**src/rtl/cfbf_pkg.sv**
```systemverilog
// shared types and constants of the can frame byte fifo
`default_nettype none

package cfbf_pkg;

  localparam int unsigned QUEUE_DEPTH_DEF = 80;
  localparam int unsigned MAX_PAYLOAD     = 8;
  localparam int unsigned ID_W            = 11;
  localparam int unsigned LEN_W           = 4;
  localparam int unsigned FILL_W          = 7;
  localparam int unsigned DROP_W          = 4;
  localparam logic [ID_W-1:0] ACCEPTED_ID_RST = 11'd2;

  localparam logic OP_FRAME = 1'b0;
  localparam logic OP_READ  = 1'b1;

  typedef struct packed {
    logic              opcode;
    logic              extended_frame;
    logic [ID_W-1:0]   frame_id;
    logic [LEN_W-1:0]  frame_length;
    logic [7:0]        data_byte_0;
    logic [7:0]        data_byte_1;
    logic [7:0]        data_byte_2;
    logic [7:0]        data_byte_3;
    logic [7:0]        data_byte_4;
    logic [7:0]        data_byte_5;
    logic [7:0]        data_byte_6;
    logic [7:0]        data_byte_7;
  } req_t;

  typedef struct packed {
    logic [7:0]        read_byte;
    logic              read_valid;
    logic [FILL_W-1:0] fill_level;
    logic [DROP_W-1:0] bytes_dropped;
  } rsp_t;

endpackage

`default_nettype wire

```
**src/rtl/cfbf_store.sv**
```systemverilog
// byte store: one write port, one read port with registered read data
`default_nettype none

module cfbf_store #(
  parameter int unsigned DEPTH = 80,
  parameter int unsigned AW    = 7
) (
  input  wire logic          clk,
  input  wire logic          wr_en,
  input  wire logic [AW-1:0] wr_addr,
  input  wire logic [7:0]    wr_data,
  input  wire logic [AW-1:0] rd_addr,
  output logic [7:0]         rd_data
);

  logic [7:0] mem [DEPTH];

  always_ff @(posedge clk) begin
    if (wr_en) begin
      mem[wr_addr] <= wr_data;
    end
  end

  always_ff @(posedge clk) begin
    rd_data <= mem[rd_addr];
  end

endmodule

`default_nettype wire

```
**src/rtl/can_frame_byte_fifo_top.sv**
```systemverilog
// top level of the can frame byte fifo: frame filter, byte ring and read path
//
//   channel  direction  handshake              payload
//   req      in         req_valid / req_ready  cfbf_pkg::req_t (frame or read)
//   rsp      out        rsp_valid / rsp_ready  cfbf_pkg::rsp_t (one per item)
//   cfg      in         cfg_valid / cfg_ready  accepted_id, 11 bits
//
// one item at a time; a frame passes through S_WRITE and then S_RESULT, a read through
// S_READ and then S_RESULT, ignored frames and empty reads go straight to S_RESULT
// frames are written through the single write port of the byte store, one byte a cycle
// rsp sits in an output register, so the next item is taken while it waits
// a stalled rsp only holds the result step; the store is untouched meanwhile
// synchronous reset empties the ring (indices zero, count zero), no clearing pass
`default_nettype none

module can_frame_byte_fifo_top #(
  parameter int unsigned QUEUE_DEPTH = cfbf_pkg::QUEUE_DEPTH_DEF
) (
  input  wire logic                    clk,
  input  wire logic                    rst,
  input  wire logic                    req_valid,
  output logic                         req_ready,
  input  wire cfbf_pkg::req_t          req,
  output logic                         rsp_valid,
  input  wire logic                    rsp_ready,
  output cfbf_pkg::rsp_t               rsp,
  input  wire logic                    cfg_valid,
  output logic                         cfg_ready,
  input  wire logic [cfbf_pkg::ID_W-1:0] cfg_data
);
  import cfbf_pkg::*;

  // index and count widths follow the ring depth
  localparam int unsigned AW = (QUEUE_DEPTH > 1) ? $clog2(QUEUE_DEPTH) : 1;
  localparam int unsigned CW = $clog2(QUEUE_DEPTH + 1);
  localparam logic [AW-1:0] LAST_IDX = AW'(QUEUE_DEPTH - 1);
  localparam logic [CW-1:0] FULL_CNT = CW'(QUEUE_DEPTH);

  typedef enum logic [1:0] {S_IDLE, S_WRITE, S_READ, S_RESULT} state_t;

  state_t              state;
  req_t                req_q;        // captured item, walked byte by byte
  logic [LEN_W-1:0]    remain;       // bytes of the frame still to place
  logic [2:0]          slot;         // payload byte being placed
  logic [AW-1:0]       wr_idx;
  logic [AW-1:0]       rd_idx;
  logic [CW-1:0]       count;        // bytes held in the ring
  logic [DROP_W-1:0]   dropped;
  logic [7:0]          res_byte;
  logic                res_valid;
  logic [ID_W-1:0]     accepted_id;

  logic                id_match;
  logic [LEN_W-1:0]    len_sat;
  logic                full;
  logic                store_wr;
  logic [7:0]          cur_byte;
  logic [7:0]          store_rd_data;
  logic [AW-1:0]       wr_idx_next;
  logic [AW-1:0]       rd_idx_next;

  assign req_ready = (state == S_IDLE);
  assign cfg_ready = 1'b1;

  // frame filter: standard format and identifier equal to the register
  assign id_match = !req.extended_frame && (req.frame_id == accepted_id);
  // data length codes above eight mean eight bytes
  assign len_sat  = (req.frame_length > LEN_W'(MAX_PAYLOAD)) ? LEN_W'(MAX_PAYLOAD)
                                                              : req.frame_length;

  assign full     = (count == FULL_CNT);
  assign store_wr = (state == S_WRITE) && !full;

  // wrapping ring indices
  assign wr_idx_next = (wr_idx == LAST_IDX) ? '0 : wr_idx + AW'(1);
  assign rd_idx_next = (rd_idx == LAST_IDX) ? '0 : rd_idx + AW'(1);

  always_comb begin
    unique case (slot)
      3'd0:    cur_byte = req_q.data_byte_0;
      3'd1:    cur_byte = req_q.data_byte_1;
      3'd2:    cur_byte = req_q.data_byte_2;
      3'd3:    cur_byte = req_q.data_byte_3;
      3'd4:    cur_byte = req_q.data_byte_4;
      3'd5:    cur_byte = req_q.data_byte_5;
      3'd6:    cur_byte = req_q.data_byte_6;
      default: cur_byte = req_q.data_byte_7;
    endcase
  end

  // the read port looks at rd_idx every cycle; the last write of a frame lands
  // before a read item can be accepted, with S_RESULT lying between them, so the data that
  // arrives in S_READ is never stale
  cfbf_store #(
    .DEPTH (QUEUE_DEPTH),
    .AW    (AW)
  ) u_store (
    .clk     (clk),
    .wr_en   (store_wr),
    .wr_addr (wr_idx),
    .wr_data (cur_byte),
    .rd_addr (rd_idx),
    .rd_data (store_rd_data)
  );

  always_ff @(posedge clk) begin
    if (rst) begin
      state       <= S_IDLE;
      rsp_valid   <= 1'b0;
      wr_idx      <= '0;
      rd_idx      <= '0;
      count       <= '0;
      accepted_id <= ACCEPTED_ID_RST;
    end else begin
      if (cfg_valid) begin
        accepted_id <= cfg_data;
      end
      // the result step refills the output register itself when it drains
      if (rsp_valid && rsp_ready && (state != S_RESULT)) begin
        rsp_valid <= 1'b0;
      end

      unique case (state)
        S_IDLE: begin
          if (req_valid) begin
            req_q     <= req;
            dropped   <= '0;
            res_byte  <= '0;
            res_valid <= 1'b0;
            slot      <= '0;
            remain    <= len_sat;
            if (req.opcode == OP_READ) begin
              // empty ring answers at once with read_valid low
              state <= (count != '0) ? S_READ : S_RESULT;
            end else begin
              state <= (id_match && (len_sat != '0)) ? S_WRITE : S_RESULT;
            end
          end
        end
        S_WRITE: begin
          // one payload byte per cycle, a byte that meets a full ring is counted
          if (full) begin
            dropped <= dropped + DROP_W'(1);
          end else begin
            wr_idx <= wr_idx_next;
            count  <= count + CW'(1);
          end
          slot   <= slot + 3'd1;
          remain <= remain - LEN_W'(1);
          if (remain == LEN_W'(1)) begin
            state <= S_RESULT;
          end
        end
        S_READ: begin
          res_byte  <= store_rd_data;
          res_valid <= 1'b1;
          rd_idx    <= rd_idx_next;
          count     <= count - CW'(1);
          state     <= S_RESULT;
        end
        S_RESULT: begin
          // wait only for the output register to free up
          if (!rsp_valid || rsp_ready) begin
            rsp_valid         <= 1'b1;
            rsp.read_byte     <= res_byte;
            rsp.read_valid    <= res_valid;
            rsp.fill_level    <= FILL_W'(count);
            rsp.bytes_dropped <= dropped;
            state             <= S_IDLE;
          end
        end
        default: state <= S_IDLE;
      endcase
    end
  end

endmodule

`default_nettype wire

```
**config.mk**
```make
export PLATFORM = sky130hd
export DESIGN_NAME = can_frame_byte_fifo_top
export DESIGN_NICKNAME = d
export VERILOG_FILES = /design/src/rtl/cfbf_pkg.sv /design/src/rtl/cfbf_store.sv /design/src/rtl/can_frame_byte_fifo_top.sv
export SDC_FILE = /design/constraint.sdc
export NUM_CORES = 1
export LEC_CHECK = 0
export BUFFER_PORTS_ARGS = -buffer_cell sky130_fd_sc_hd__buf_4
export CORE_MARGIN = 10
export CORE_UTILIZATION = 50
export CTS_CLUSTER_SIZE = 10
export DETAILED_ROUTE_END_ITERATION = 10
export GPL_TIMING_DRIVEN = 0
export HOLD_SLACK_MARGIN = 0.06
export PLACE_DENSITY = 0.67
export SLEW_MARGIN = 20
export SYNTH_ARGS = -nofsm -noshare
export SYNTH_HDL_FRONTEND = slang
export SYNTH_SLANG_ARGS = --single-unit
```
**constraint.sdc**
```tcl
create_clock -name clk -period 10 [get_ports clk]
set_clock_uncertainty 0.05 [all_clocks]
set_input_delay 1 -clock clk [delete_from_list [all_inputs] [get_ports clk]]
set_output_delay 1 -clock clk [all_outputs]
set_load 0.005 [all_outputs]
```
# ---- Yosys cells after proc, flatten, opt, wreduce, memory -nomap -nowiden
# Memory sizes are Yosys's and may differ from the RTL's. A register that Yosys moved wholly into a read port is not among the register bits.
# Index checks and enable logic that the tools add are counted.
dict set report word_totals {
  ff_bits 139
  mem_bits_rw 640
  input_bits 97
  wordCells 107
  memories 1
}
# name depth word_bits rd rd_ports_with_merged_regs wr line_no
set memory_table {}
lappend memory_table {u_store.mem 80 8 1 1 1 cfbf_store.sv:16} ;# logic [7:0] mem [DEPTH];
dict set report classes {
  addsub 7
  order_cmp 1
  n_eq_ne 20
  mux 29
  n_bitwise 2
  n_reduce_logical 24
}
# cell n
set ops {}
lappend ops {{one-hot mux 8 bit (7 select lines)} 1}
lappend ops {{adder 7 x 1 -> 7 bit, second input constant} 3}
lappend ops {{equality test 7 bit, second input constant} 3}
lappend ops {{2-to-1 mux 7 bit} 3}
lappend ops {{2-to-1 mux 4 bit} 4}
lappend ops {{one-hot mux 4 bit (2 select lines)} 2}
lappend ops {{one-hot mux 8 bit (2 select lines)} 1}
lappend ops {{AND reduction 3 bit} 5}
lappend ops {{one-hot mux 7 bit (2 select lines)} 1}
lappend ops {{equality test 11 bit} 1}
lappend ops {{2-to-1 mux 2 bit} 5}
lappend ops {{!= test 2 bit, second input constant} 5}
lappend ops {{equality test 3 bit, second input constant} 3}
lappend ops {{2-to-1 mux 8 bit} 1}
lappend ops {{one-hot mux 2 bit (4 select lines)} 1}
lappend ops {{2-to-1 mux 1 bit} 7}
lappend ops {{nonzero test 7 bit} 1}
lappend ops {{subtractor 7 x 1 -> 7 bit, second input constant} 1}
lappend ops {{equality test 3 x 2 -> 1 bit, second input constant} 2}
lappend ops {{one-hot mux 3 bit (2 select lines)} 1}
lappend ops {{nonzero test 2 bit} 3}
lappend ops {{logical AND 1 bit} 5}
lappend ops {{adder 4 x 1 -> 4 bit, second input constant} 1}
lappend ops {{equality test 2 bit, second input constant} 2}
lappend ops {{other kinds (17)} 21}

# ---- Logic depth before layout (Yosys ltp)
dict set report logic_depth {
  depth_word 8
  mapped_depth 11
}

# ---- Hierarchy
# Synthesis repeated with hierarchy kept, for this count alone.
dict set report unflattened {
  hier_cells 1577
  area_unflattened_um2 30937.2
}
# module instances cells_each area_per_inst_um2 seq_area_each_um2
set modules_own_cells {}
lappend modules_own_cells {cfbf_store 1 1112 24902.6 19378.6}
lappend modules_own_cells {can_frame_byte_fifo_top 1 465 6034.5 3823.7}

# ---- Worst setup path after synthesis
# Ideal clock, no wire load.
dict set report synth_path {
  path_kind {flip-flop to flip-flop}
  startpoint {reg slot[2]}
  endpoint {mem u_store.mem[0][3], data pin}
  setup_ns 0.683
  t_arrival_ns 4.275
  t_required_ns 9.267
  path_slack_ns 4.992
  path_stages_with_launch 10
  period_less_slack_ns 5.008
  path_cell_list {edfxtp_1 -> clkbuf_1 -> clkbuf_1 -> inv_1 -> ha_1 -> buf_1 -> or4_1 -> clkbuf_1 -> clkbuf_1 -> a31oi_1}
}
dict set report synth_via {
  elab_chain_cells 2
  elab_cells_between_ends 8
}
# item line_no
set synth_lines {}
lappend synth_lines {{start, declared} can_frame_byte_fifo_top.sv:44} ;# logic [2:0] slot;
lappend synth_lines {{start signal, assigned} can_frame_byte_fifo_top.sv:148} ;# slot <= slot + 3'd1;
lappend synth_lines {{equality test 3 bit, or another cell as far along} can_frame_byte_fifo_top.sv:79} ;# unique case (slot)
lappend synth_lines {{one-hot mux 8 bit (7 select lines) *} can_frame_byte_fifo_top.sv:79}
lappend synth_lines {{net cur_byte[3]} can_frame_byte_fifo_top.sv:57} ;# logic [7:0] cur_byte;
lappend synth_lines {{end, declared} cfbf_store.sv:16}
# Mark *: on every way through the listed nets, which the timed path passes. The rest lies on a longest branch.

# ---- Worst setup path in the final report
dict set report layout_path {
  startpoint {reg slot[2]}
  endpoint {mem u_store.mem[67][3], data pin}
}
# The elaborated chain is that of the path after synthesis.

==> metrics.yaml <==
finish:
  area_delta_synth_final_pct: 16.3
  n_fill_cell: 4507
  nets: 1980
  diodes: 0
  drive_above_1_share_pct: 24.7
timing:
  setup_slack_ps: 5540
  worst_pin_slew_ps: 1180
  slew-limit-headroom_pct: 21.5
  period_share_pct: 44.6
  finalSetupTns_ps: 0
  min_period_ps: 4460
  rsz0062_at_grt: "no"
  fmax_ghz: 0.224
  hold_viol: 0
  holdWs_ps: 372
  setup_viol: 0
  report.final.slew_viol_count: 0
clock_network:
  cts_root_buf: "clkbuf_16"
  cts_setup_buffers: 0
  hold_buffers: 0
  cts_tree: "done"
  clk_pin_slew_ps: 60
  cts.repair.resized: 0
  clkLatencyLatePin_ps: 630
  cts-root-to-sink-buffers: 3
  cts.sinks: 787
  numCtsBuffers: 89
  htreeDepth: 3
pwr:
  p_leak_uw: 0.0115
  irDropWorstVdd_mv: 0.175
  powerDensity_nw_per_um2: 250
placement:
  pre_cts_slack_ps: 5620
  hpwl_mm: 54.7
  gp_congestion: 0.992
  portBuffers: 118
setup_path:
  cp-start-kind: "register"
  crit_family: "buffers and inverters"
  crit_slowest_cell: "a31oi_4"
  crit_path_max_fanout: 31
  crit_top_cell: "clkbuf_1"
  r2r_setup_slack_ps: 5540
  endpoint_kind: "register"
  worst_ep_required_time_ps: 10410
  crit_type: "reg -> reg"
  crit_buf_inv: 8
  crit_arrival_ps: 4870
  path_cells: "clkbuf_1 > clkbuf_1 > inv_1 > ha_1 > buf_1 > or4_1 > clkbuf_1 > clkbuf_1 > a31oi_4 > buf_16 > buf_16"
  max_stage_delay_ps: 820
global_route:
  use_met2_pct: 34.4
  antenna_found_initial: 2
  gr-total-overflow: 0
  grtUsageMet3_pct: 4.76
  use_met1_pct: 29.4
  grt_use_total_pct: 21.7
  grt_max_degree: 38
  grt_pass1_wl_mm: 116
  grt-busiest-layer: "met2"
  grt_pass1_vias: 17000
floorplan:
  dieArea_um2: 72700
  row_count: 91
  die_h_um: 270
  die_width_um: 270
  io_pins: 120
  core_area_um2: 61700
  start_util_pct: 50.5
synth:
  synthArstFlopShare_pct: 0
  synth_nets: 1750
  ys_seq_area_share_pct: 74.5
  yosys_register_bits: 787
  synthTopCellsByArea: "edfxtp_1, mux4_2, dfxtp_1, mux2i_1, nor2_1"
  yosys.area.top_type: "edfxtp_1"
  avgSynthCellArea_um2: 19.0
  synth_ff_type: "edfxtp_1"
  netlist.area_leader.share_pct: 71.7
  ys_warn_count: 0
  synthCells: 1636
  netlist_area_um2: 31200
  synth.distinct_cells: 68
  synth-edff-count: 744
routing:
  wirelength_mm: 80.0
  antenna_left: 0
  viasPerCell: 6.14
  initialDrtViolationCount: 2232
  wl_per_cell_um: 29.2
  drcViolationCount: 0
  vias: 16800
  drt_first_pass_iters: 5
outcome:
  status: "finished, final reports clean"
hold_path:
  hold_class: "reg -> reg"
job:
  drv_cap: 0
## synthesized netlist by cell type (7+ instances only)
library cell,number
edfxtp_1,744
nor2_1,147
mux4_2,141
mux2i_1,59
nand2_1,46
dfxtp_1,43
clkbuf_1,35
mux2_2,31
a21oi_1,30
a22oi_1,29
nand3_1,26
buf_2,22
ha_1,17
nor2b_1,17
xnor2_1,17
inv_1,16
and2_1,14
a221oi_1,13
nand2b_1,12
xor2_1,12
mux4_1,11
o21ai_0,11
buf_4,10
a31oi_1,9
a22o_1,8
buf_1,8
nor3_1,8
nor4_1,7
## through the flow
step           instances  utilization [%]  area (um2)  total power [uW]
6_report            2741             58.7       36200              9060
5_1_grt             2741             58.7       36200              9350
4_1_cts             2741             58.7       36200              9090
3_5_place_dp        2612             54.7       33800              6280
2_1_floorplan       1636                -       31200              5410
3_3_place_gp        2591             53.6       33100              6100
## flip-flops by register name (all words and copies together) (netlist names), 2 cells and up
signal,flops
accepted_id,11
count,7
dropped,4
rd_idx,7
remain,4
req_q,64
res_byte,8
rsp,20
slot,3
state,2
u_store.mem,640
u_store.rd_data,8
wr_idx,7
## kinds of logic (layout without fill, tap and decap cells)
kind of cell / Yosys count / count (layout) / synth area share [%]
flip-flops: 787 / 787 / 74.5
AND/OR/NAND/NOR: 311 / 311 / 4.71
multiplexers: 242 / 242 / 14.1
AO/OA/AOI/OAI: 145 / 145 / 3.33
buffers and inverters: 104 / 372 / 1.84
XOR/XNOR: 29 / 29 / 0.815
adder cells (fa/ha/maj): 17 / 17 / 0.683
other: 1 / 1 / 0.0120
## cell type report
type / instances / area (um2) / area share (%)
Buffer: 86 / 505 / 1.40
Sequential cell: 787 / 23200 / 64.1
Inverter: 18 / 67.6 / 0.187
Clock buffer: 125 / 2410 / 6.67
Clock inverter: 4 / 40.0 / 0.111
Timing Repair Buffer: 139 / 1420 / 3.92
Tap cell: 837 / 1050 / 2.89
Multi-Input combinational cell: 745 / 7520 / 20.8
## worst paths after layout
check,depth (start not counted),endpoint,startpoint
max,11,u_store.mem[67][3],slot[2]
min,0,rsp[13],res_byte[1]
max reg2reg,11,u_store.mem[67][3],slot[2]
min reg2reg,0,rsp[13],res_byte[1]
## worst reg2reg max path, stage by stage (launching register included)
cell	delay, ps
edfxtp_1	320
clkbuf_1	460
clkbuf_1	460
inv_1	90
ha_1	200
buf_1	240
or4_1	450
clkbuf_1	200
clkbuf_1	500
a31oi_4	820
buf_16	270
buf_16	210
## routing by layer
layer	vias to the layer above	share of wire, %	wire, um
met3	165	8.7	6920
met4	0	3.3	2670
li1	7081	-	-
met5	-	0	0
met2	867	48	38100
met1	8706	40	32300
## placed cells by master (no fill, tap or decap), types with 27 or more instances in the layout
cell,Yosys,final
buf_4,10,129
mux2_2,31,31
clkbuf_1,35,67
a21oi_1,30,27
a22oi_1,29,29
mux4_2,141,141
nand2_1,46,46
edfxtp_1,744,744
clkbuf_16,0,91
mux2i_1,59,59
dfxtp_1,43,43
nor2_1,147,146
## report_power, final
part	internal (uW)	switching, uW	total (uW)
sequential	4080	54.0	4130
combinational	844	1240	2090
clock	1650	1190	2840
Power figures use the tool's default switching activity.
